<file path="src/ppu_pkg.sv">
// Shared types, constants and helpers for the palette pixel unpacker.
`default_nettype none
package ppu_pkg;

  localparam int unsigned BPP_W     = 3;
  localparam int unsigned LW_W      = 13;
  localparam int unsigned CFG_IDX_W = 1;
  localparam int unsigned CFG_W     = 13;
  localparam int unsigned PAL_DEPTH = 256;
  localparam int unsigned PAL_AW    = 8;
  localparam int unsigned COLOR_W   = 24;

  localparam logic [BPP_W-1:0] MODE_1BPP   = 3'd0;
  localparam logic [BPP_W-1:0] MODE_2BPP   = 3'd1;
  localparam logic [BPP_W-1:0] MODE_4BPP   = 3'd2;
  localparam logic [BPP_W-1:0] MODE_8BPP   = 3'd3;
  localparam logic [BPP_W-1:0] MODE_RGB565 = 3'd4;

  localparam logic [CFG_IDX_W-1:0] CFG_BPP_MODE   = 1'b0;
  localparam logic [CFG_IDX_W-1:0] CFG_LINE_WIDTH = 1'b1;

  localparam logic [BPP_W-1:0] BPP_MODE_RST   = MODE_RGB565;
  localparam logic [LW_W-1:0]  LINE_WIDTH_RST = 13'd240;

  localparam logic [7:0] ALPHA_OPAQUE = 8'hFF;

  typedef struct packed {
    logic                  func;
    logic                  line_start;
    logic [15:0]           pixel_data;
    logic [PAL_AW-1:0]     palette_index;
    logic [COLOR_W-1:0]    palette_color;
  } in_t;

  typedef struct packed {
    logic [31:0] argb;
    logic        last;
    logic        line_end;
  } out_t;

  typedef struct packed {
    logic        rgb16;
    logic        pal_valid;
    logic [15:0] word;
    logic        last;
    logic        line_end;
  } iss_t;

  function automatic logic [31:0] expand_565(input logic [15:0] w);
    logic [7:0] r;
    logic [7:0] g;
    logic [7:0] b;
    r = {w[15:11], w[15:13]};
    g = {w[10:5], w[10:9]};
    b = {w[4:0], w[4:2]};
    return {ALPHA_OPAQUE, r, g, b};
  endfunction

  function automatic logic [31:0] expand_palette(input logic [COLOR_W-1:0] e);
    return {ALPHA_OPAQUE, e[7:0], e[15:8], e[23:16]};
  endfunction

endpackage
`default_nettype wire

</file>
<file path="src/ppu_seq.sv">
// Item sequencer: column tracking, pixel split and palette read/write issue.
`default_nettype none
module ppu_seq #(
  parameter int unsigned MAX_WIDTH = 4096
) (
  input  wire logic                        clk_i,
  input  wire logic                        rst_ni,
  input  wire logic                        in_valid_i,
  output logic                             in_ready_o,
  input  wire ppu_pkg::in_t                in_data_i,
  input  wire logic [ppu_pkg::BPP_W-1:0]   mode_i,
  input  wire logic [ppu_pkg::LW_W-1:0]    line_width_i,
  output logic                             iss_valid_o,
  input  wire logic                        iss_ready_i,
  output ppu_pkg::iss_t                    iss_o,
  output logic                             ram_we_o,
  output logic [ppu_pkg::PAL_AW-1:0]       ram_waddr_o,
  output logic [ppu_pkg::COLOR_W-1:0]      ram_wdata_o,
  output logic                             ram_re_o,
  output logic [ppu_pkg::PAL_AW-1:0]       ram_raddr_o
);

  localparam int unsigned CW = $clog2(MAX_WIDTH + 1);
  localparam int unsigned WW = (CW > ppu_pkg::LW_W) ? CW : ppu_pkg::LW_W;

  logic                           busy_q;
  ppu_pkg::in_t                   item_q;
  logic [7:0]                     byte_q, byte_d;
  logic [2:0]                     rem_q, rem_load;
  logic                           start_q;
  logic [CW-1:0]                  col_q, col_d;
  logic [ppu_pkg::PAL_DEPTH-1:0]  pal_vld_q;

  logic [WW-1:0]             lw_ext, max_ext;
  logic [CW-1:0]             width;
  logic [CW-1:0]             col_base, col_n;
  logic                      bad_mode, drop, is_data, fire, last, done, load;
  logic [ppu_pkg::PAL_AW-1:0] idx;

  assign lw_ext  = WW'(line_width_i);
  assign max_ext = WW'(MAX_WIDTH);
  assign width   = (lw_ext > max_ext) ? max_ext[CW-1:0] : lw_ext[CW-1:0];

  assign bad_mode = mode_i > ppu_pkg::MODE_RGB565;
  assign col_base = start_q ? '0 : col_q;
  assign col_n    = col_base + CW'(1);
  assign drop     = col_base >= width;
  assign is_data  = busy_q && !item_q.func && !bad_mode;

  assign iss_valid_o = is_data && !drop;
  assign fire        = iss_valid_o && iss_ready_i;
  assign last        = (rem_q == 3'd0) || (col_n >= width);

  assign done = busy_q && (item_q.func || bad_mode || drop || (iss_ready_i && last));
  assign in_ready_o = !busy_q || done;
  assign load = in_valid_i && in_ready_o;

  always_comb begin
    case (mode_i)
      ppu_pkg::MODE_1BPP: begin
        idx      = {7'd0, byte_q[7]};
        byte_d   = {byte_q[6:0], 1'b0};
        rem_load = 3'd7;
      end
      ppu_pkg::MODE_2BPP: begin
        idx      = {6'd0, byte_q[7:6]};
        byte_d   = {byte_q[5:0], 2'b0};
        rem_load = 3'd3;
      end
      ppu_pkg::MODE_4BPP: begin
        idx      = {4'd0, byte_q[7:4]};
        byte_d   = {byte_q[3:0], 4'b0};
        rem_load = 3'd1;
      end
      default: begin
        idx      = byte_q;
        byte_d   = byte_q;
        rem_load = 3'd0;
      end
    endcase
  end

  always_comb begin
    col_d = col_q;
    if (is_data && drop) begin
      col_d = col_base;
    end else if (fire) begin
      col_d = col_n;
    end
  end

  always_ff @(posedge clk_i or negedge rst_ni) begin
    if (!rst_ni) begin
      busy_q    <= 1'b0;
      col_q     <= '0;
      pal_vld_q <= '0;
      start_q   <= 1'b0;
      rem_q     <= 3'd0;
    end else begin
      col_q <= col_d;
      if (busy_q && item_q.func) begin
        pal_vld_q[item_q.palette_index] <= 1'b1;
      end
      if (load) begin
        busy_q  <= 1'b1;
        start_q <= in_data_i.line_start;
        rem_q   <= rem_load;
      end else if (done) begin
        busy_q <= 1'b0;
      end else if (fire) begin
        start_q <= 1'b0;
        rem_q   <= rem_q - 3'd1;
      end
    end
  end

  always_ff @(posedge clk_i) begin
    if (load) begin
      item_q <= in_data_i;
      byte_q <= in_data_i.pixel_data[7:0];
    end else if (fire) begin
      byte_q <= byte_d;
    end
  end

  assign iss_o.rgb16     = mode_i == ppu_pkg::MODE_RGB565;
  assign iss_o.pal_valid = pal_vld_q[idx];
  assign iss_o.word      = item_q.pixel_data;
  assign iss_o.last      = last;
  assign iss_o.line_end  = col_n == width;

  assign ram_we_o    = busy_q && item_q.func;
  assign ram_waddr_o = item_q.palette_index;
  assign ram_wdata_o = item_q.palette_color;
  assign ram_re_o    = fire && (mode_i != ppu_pkg::MODE_RGB565);
  assign ram_raddr_o = idx;

endmodule
`default_nettype wire

</file>
<file path="config.mk">
export PLATFORM = sky130hd
export DESIGN_NAME = ppu_seq
export DESIGN_NICKNAME = d
export VERILOG_FILES = /design/src/ppu_pkg.sv /design/src/ppu_seq.sv
export SDC_FILE = /design/constraint.sdc
export NUM_CORES = 1
export LEC_CHECK = 0
export ABC_AREA = 1
export ABC_CLOCK_PERIOD_IN_PS = 10910
export BUFFER_PORTS_ARGS = -buffer_cell sky130_fd_sc_hd__buf_2
export CELL_PAD_IN_SITES_DETAIL_PLACEMENT = 1
export CELL_PAD_IN_SITES_GLOBAL_PLACEMENT = 1
export CORE_MARGIN = 4
export CORE_UTILIZATION = 42
export DETAILED_ROUTE_END_ITERATION = 7
export GPL_TIMING_DRIVEN = 0
export PLACE_DENSITY_LB_ADDON = 0.1
export SETUP_SLACK_MARGIN = 0.2
export SLEW_MARGIN = 5
export SYNTH_ARGS = -nofsm -noshare
export SYNTH_HDL_FRONTEND = slang
export SYNTH_SLANG_ARGS = --single-unit
export TNS_END_PERCENT = 100
</file>
<file path="constraint.sdc">
create_clock -name clk_i -period 10.91 [get_ports clk_i]
set_input_delay 0.5455 -clock clk_i [delete_from_list [all_inputs] [get_ports clk_i]]
set_output_delay 0.5455 -clock clk_i [all_outputs]
set_load 0.05 [all_outputs]
</file>
==> flow_summary.yaml, run 1 <==
worst_setup_path:
  crit_required_ns: 11.15
  start_kind: "flip-flop"
  critPathArrivalTime_ns: 5.57
  cp_common_cell: "nand2_1"
  reg2reg_slack_ns: 5.58
  worstPathBufferInverterCount: 3
  slowest_stage: "buf_2"
  crit_family: "simple AND/OR/NAND/NOR gates"
  crit_path_max_fanout: 58
  worst-setup-path-type: "flip-flop to flip-flop"
  critical_path.endpoint_type: "flip-flop"
  worstPathCellList: "clkbuf_1, nor2_1, ha_1, nand3_1, nor2_1, nand4_1, nor3_1, nand3_1, xor2_1, ha_1, nand2_1, nor4_1, nand2_1, o2111ai_1, nand2_1, nand2_1, nand2_2, clkinv_1, buf_2, o21ai_0"
  crit_path_max_incr_delay_ns: 0.94
drt:
  vias: 13603
  ant_nets: 0
  remaining_drc_errors: 0
  routed_wl_um: 54800
  drtIter0Drc: 874
  first_pass_iters: 5
  wire_per_inst_um: 21.9
  avgViaCountPerCell: 5.44
cts:
  clk_path_buf_depth: 3
  cts.clk_slew.worst_paths_ns: 0.06
  cts_buffers: 38
  ctsResizeCount: 0
  cts_hold_buf: 0
  cts_tree: "done"
  cts_max_level: 2
  root_buffer: "clkbuf_16"
  clock_latency_ns: 0.56
  post-cts-setup-buffers: 0
  cts_sinks: 331
placed_design:
  dp_hpwl_um: 38500
  gp_congestion: 0.867
  io_buffers: 132
logic_synthesis:
  syn_inst: 1788
  ys_warn_count: 0
  synth_top_flop_cell: "dfrtp_1"
  async_flop_share_pct: 82.8
  avgSynthCellArea_um2: 8.91
  syn_area_um2: 15900
  syn-num-nets: 1887
  ys_ff_latch: 331
  synth-edff-count: 57
  ys_types: 38
  yosysSeqAreaShare_pct: 53.8
sta:
  hold_viol: 0
  setup_viol: 0
  skew_ns: 0.0242
  period_needed_ns: 5.33
  rsz0062_at_grt: "false"
  hold_slack_ns: 0.00188
  fin_crit_sh_pct: 48.8
  worstMarginPinSlew_ns: 1.22
  max_freq_ghz: 0.188
  finalSetupTns_ns: 0
  drv_slew: 0
  slew_headroom_pct: 18.7
finish:
  multi_input_area_um2: 5540
  drive_above_1_share_pct: 15.1
  syn2layout_area_growth_pct: 16.2
  seq_area_um2: 8570
  nets: 2061
  fill_cells: 4414
  final_common_cell: "nand3_1"
  diodes: 0
  final_cell_mix: "nand3_1 (302), dfrtp_1 (274), inv_1 (259)"
  fin_util_pct: 49.3
grt:
  grt_max_degree: 106
  grt_pass1_wl_um: 85600
  grt_pass1_vias: 14510
  gr-usage-all-layers_pct: 26.8
  antenna_found_initial: 0
  grt_overflow: 0
hold_path:
  hold_path_class: "input port to async pin"
power_and_ir_drop:
  total_power_mw: 3.70
  powerDensity_nw_per_um2: 200
  p_leak_nw: 8.68
  ir_drop_mv: 0.150
status:
  status: "finished, final reports clean"
floorplan:
  die_w_um: 203
  boundaryPins: 134
  core.rowCount: 71
  core-area_um2: 37600
  die_area_um2: 41100
  start_util_pct: 42.4
  chipHeight_um: 203
job:
  drv_cap: 0
==> synthesized netlist by cell type (3+ instances only) <==
cell type  instances  area, µm²
a21oi_1           24        120
o21ai_0          209       1050
nand2_1          240        901
xnor2_1            4       35.0
buf_1              3       11.3
nor2_1            58        218
o22ai_1           11       68.8
edfxtp_1          57       1710
ha_1              29        363
nor3_1             7       35.0
dfrtp_1          274       6860
inv_1            259        972
clkbuf_1          45        169
nand4_1            9       56.3
nor2_2             4       25.0
a22oi_1            3       22.5
nand3_1          302       1510
buf_4             64        480
buf_2             31        155
xor2_1             8       70.1
nor4_1             4       25.0
o211ai_1          43        323
inv_2              3       11.3
o21bai_1          78        586
==> sequential cells by signal, summed over array words and instances, names as in the netlist, 3 cells and up <==
| signal | flops |
|---|---|
| byte_q | 8 |
| col_q | 13 |
| iss_o | 16 |
| pal_vld_q | 256 |
| ram_waddr_o | 8 |
| ram_wdata_o | 24 |
| rem_q | 3 |
==> cell type report <==
class | instances | area share, %
sequential | 331 | 46.3
multi-input combinational | 1048 | 29.9
clock buffer | 56 | 6.00
inverter | 265 | 5.39
buffer | 144 | 4.47
timing repair buffer | 134 | 3.92
tap | 511 | 3.45
clock inverter | 10 | 0.561
==> cell families (layout without fill, tap and decap cells) <==
logic type,after synthesis,after routing,synth area share [%]
AO/OA/AOI/OAI,376,376,14.1
XOR/XNOR,12,12,0.660
adder cells (fa/ha/maj),29,29,2.28
buffers and inverters,409,609,11.4
flip-flops,331,331,53.8
AND/OR/NAND/NOR,631,631,17.8
==> worst reg2reg max path, cell delays in order (launching register included) <==
cell and delay [ns]:
dfrtp_1 0.43, clkbuf_1 0.28, nor2_1 0.24, ha_1 0.21, nand3_1 0.12, nor2_1 0.16
nand4_1 0.16, nor3_1 0.32, nand3_1 0.15, xor2_1 0.21, ha_1 0.34, nand2_1 0.12
nor4_1 0.32, nand2_1 0.11, o2111ai_1 0.13, nand2_1 0.10, nand2_1 0.13, nand2_2 0.16
clkinv_1 0.19, buf_2 0.95, o21ai_0 0.20
==> where the power goes <==
group	switching, mW	leakage [nW]	internal, mW
registers	0.0542	4.32	1.40
clock network	0.523	0.603	0.750
logic	0.674	3.76	0.295
total	1.25	8.68	2.45
==> through the flow <==
step | cells | instance area [µm²] | worst slack [ns]
after floorplan | 1788 | 15900 | 6.19
after global placement | 2431 | 17200 | 4.04
after detailed placement | 2433 | 17300 | 5.54
after CTS | 2499 | 18500 | 5.54
after global routing | 2499 | 18500 | 4.99
final | 2499 | 18500 | 5.58
==> metal layers <==
metal	global-route usage (%)	vias up	part of all wire [%]	wire length (µm)
met5	1.55	-	0.15	82
met4	8.41	2	3.0	1640
met3	4.84	97	6.7	3670
met2	43.6	436	47	25500
met1	36.6	6822	44	23900
li1	-	6246	-	-
==> path summary, 6_finish.rpt <==
path / cells after the start / startpoint / end
max in group asynchronous: 3 / rst_ni / pal_vld_q[241]$_DFFE_PN0P_
hold reg to reg: 2 / pal_vld_q[116]$_DFFE_PN0P_ / pal_vld_q[116]$_DFFE_PN0P_
hold / removal: 1 / rst_ni / pal_vld_q[95]$_DFFE_PN0P_
setup reg to reg: 20 / start_q$_DFFE_PN0P_ / byte_q[6]$_DFFE_PP_
setup / recovery: 20 / start_q$_DFFE_PN0P_ / byte_q[6]$_DFFE_PP_
min in group clk_i: 1 / in_data_i[8] / ram_wdata_o[8]$_DFFE_PP_
No activity file was read; power rests on OpenSTA's default activity.
==> inputs of run 2 (changes only) <==
- ABC_CLOCK_PERIOD_IN_PS: 10910 -> 4750
- clock period: 10.91 -> 4.75 ns (I/O delays scaled with it)
==> run 2 against run 1 <==
Effect of this change:
- core utilization grew 2.1 points
- first-iteration DRC count grew 15%
- critical path type is now flip-flop to output port
- die area is the same
- critical endpoint is now in_ready_o
==> flow_summary.yaml, run 2 (synthesis results as in run 1) <==
sta:
  period_needed_ns: 4.32
  drv_slew: 0
  fin_crit_sh_pct: 90.9
  hold_viol: 0
  rsz0062_at_grt: "false"
  hold_slack_ns: 0.0933
  worstMarginPinSlew_ns: 1.03
  skew_ns: 0.0151
  setup_viol: 0
  max_freq_ghz: 0.232
  slew_headroom_pct: 31.2
hold_path:
  min-delay-start: "iss_ready_i"
  hold_path_class: "input port to flip-flop"
drt:
  ant_nets: 0
  wire_per_inst_um: 23.0
  drtIter0Drc: 1005
  remaining_drc_errors: 0
  first_pass_iters: 5
  routed_wl_um: 58700
  avgViaCountPerCell: 5.47
  vias: 13994
worst_setup_path:
  worst-path-stages: 17
  crit_path_max_fanout: 10
  critical_path.endpoint_type: "output port"
  crit_required_ns: 4.51
  worstPathCellList: "buf_4, nor2_4, ha_2, nand3_2, nor2_2, nand4_1, nor3_2, nand3_1, xor2_2, ha_1, nand2_2, nor4_2, nand2_1, o2111ai_2, nand2_1, nand2_2, buf_6"
  endpoint: "in_ready_o"
  reg2reg_to: "byte_q[1]$_DFFE_PP_"
  critPathArrivalTime_ns: 4.08
  start_kind: "flip-flop"
  reg2regPathDepth: 18
  crit_path_start: "start_q$_DFFE_PN0P_"
  worst-setup-path-type: "flip-flop to output port"
  r2r-start: "start_q$_DFFE_PN0P_"
  worstPathBufferInverterCount: 2
  crit_family: "simple AND/OR/NAND/NOR gates"
  crit_path_max_incr_delay_ns: 0.44
  reg2reg_slack_ns: 0.47
  slowest_stage: "dfrtp_2"
floorplan:
  core.rowCount: 71
  core-area_um2: 37600
  boundaryPins: 134
  start_util_pct: 42.4
  die_area_um2: 41100
  chipHeight_um: 203
  die_w_um: 203
cts:
  cts.clk_slew.worst_paths_ns: 0.06
  clock_latency_ns: 0.57
  root_buffer: "clkbuf_16"
  cts_buffers: 39
  cts_sinks: 331
  cts_tree: "done"
  clk_path_buf_depth: 3
  cts_max_level: 2
placed_design:
  dp_hpwl_um: 38700
  io_buffers: 132
  placed_cell_area_um2: 17300
  gp_congestion: 0.870
  dp_cells: 2433
power_and_ir_drop:
  ir_drop_mv: 0.311
  netSwitchingPower_mw: 2.99
  p_leak_nw: 9.01
  clock_power_share_pct: 36.0
  power_frac_seq_pct: 37.7
  total_power_mw: 8.87
  p_comb_share_pct: 26.3
  p_int_mw: 5.87
  powerDensity_nw_per_um2: 460
  swShare_pct: 33.8
grt:
  antenna_found_initial: 1
  grt_pass1_wl_um: 90000
  grt_overflow: 0
  grt_max_degree: 98
  grt_pass1_vias: 15256
  gr-usage-all-layers_pct: 28.3
finish:
  syn2layout_area_growth_pct: 21.1
  stdcell_area_um2: 19300
  diodes: 0
  final_common_cell: "nand3_1"
  regMostFlops: "pal_vld_q"
  nets: 2116
  finalNonFillerCells: 2556
  final_cell_mix: "nand3_1 (301), dfrtp_1 (273), inv_1 (259)"
  drive_above_1_share_pct: 15.7
  largest_reg_flops: 256
status:
  status: "finished, final reports clean"
job:
  drv_cap: 0
==> run 2: worst min path at each step <==
stage                                end  slack (ns)  cells past startpoint
3_3_place_gp         iss_o[12]$_DFFE_PP_        0.41                      1
6_report              busy_q$_DFFE_PN0P_        0.09                      4
3_5_place_dp   pal_vld_q[62]$_DFFE_PN0P_        0.34                      1
2_1_floorplan         busy_q$_DFFE_PN0P_       -0.06                      0
5_1_grt               busy_q$_DFFE_PN0P_        0.10                      4
4_1_cts               busy_q$_DFFE_PN0P_        0.09                      4
==> run 2: tightest hold or removal path, cell delays in order <==
cell and delay (ns):
buf_2 0.10, nand2_1 0.07, nand2_2 0.12, nand2_1 0.08
==> run 2: cell type report <==
type	count	area, µm²
Tap cell	511	639
Clock buffer	59	1210
Sequential cell	331	8570
Inverter	265	1000
Buffer	144	853
Multi-Input combinational cell	1048	5590
Clock inverter	10	140
Timing Repair Buffer	188	1280
Fill cell	4382	18300
==> run 2: power by group through the flow <==
| stage | clock [mW] | combinational [mW] | sequential, mW |
|---|---|---|---|
| 6_report | 3.19 | 2.33 | 3.35 |
| 5_1_grt | 3.35 | 2.55 | 3.38 |
| 4_1_cts | 3.22 | 2.27 | 3.34 |
| 3_5_place_dp | 0 | 2.22 | 3.39 |
| 3_3_place_gp | 0 | 2.14 | 3.38 |
| 2_1_floorplan | 0 | 1.51 | 3.35 |
==> run 2: per-stage QoR <==
stage	util, %	setup TNS [ns]	setup slack [ns]
finish	51.3	0	0.432
global route	51.3	0	0.217
CTS	51.1	0	0.212
detailed placement	46.0	-8.81	-0.224
global placement	45.9	-504.00	-1.85
floorplan	-	0	0.485
==> run 2: layer usage <==
metal  vias up  wire [µm]  global-route usage (%)
met5         -          0                       0
met4         0       2070                    9.63
met3       109       3780                    6.56
met2       426      27600                    46.5
met1      7100      25200                    37.1
li1       6359          -                       -
==> run 2: timing repair <==
item                                    in CTS  in global routing
pin swaps                                    0                  6
endpoints found under the hold margin      154                  0
resized for setup                            7                 19
gates cloned                                 0                  1
buffers inserted                             0                  1
hold buffers                                52                  0
endpoints found under the setup margin      67                 67
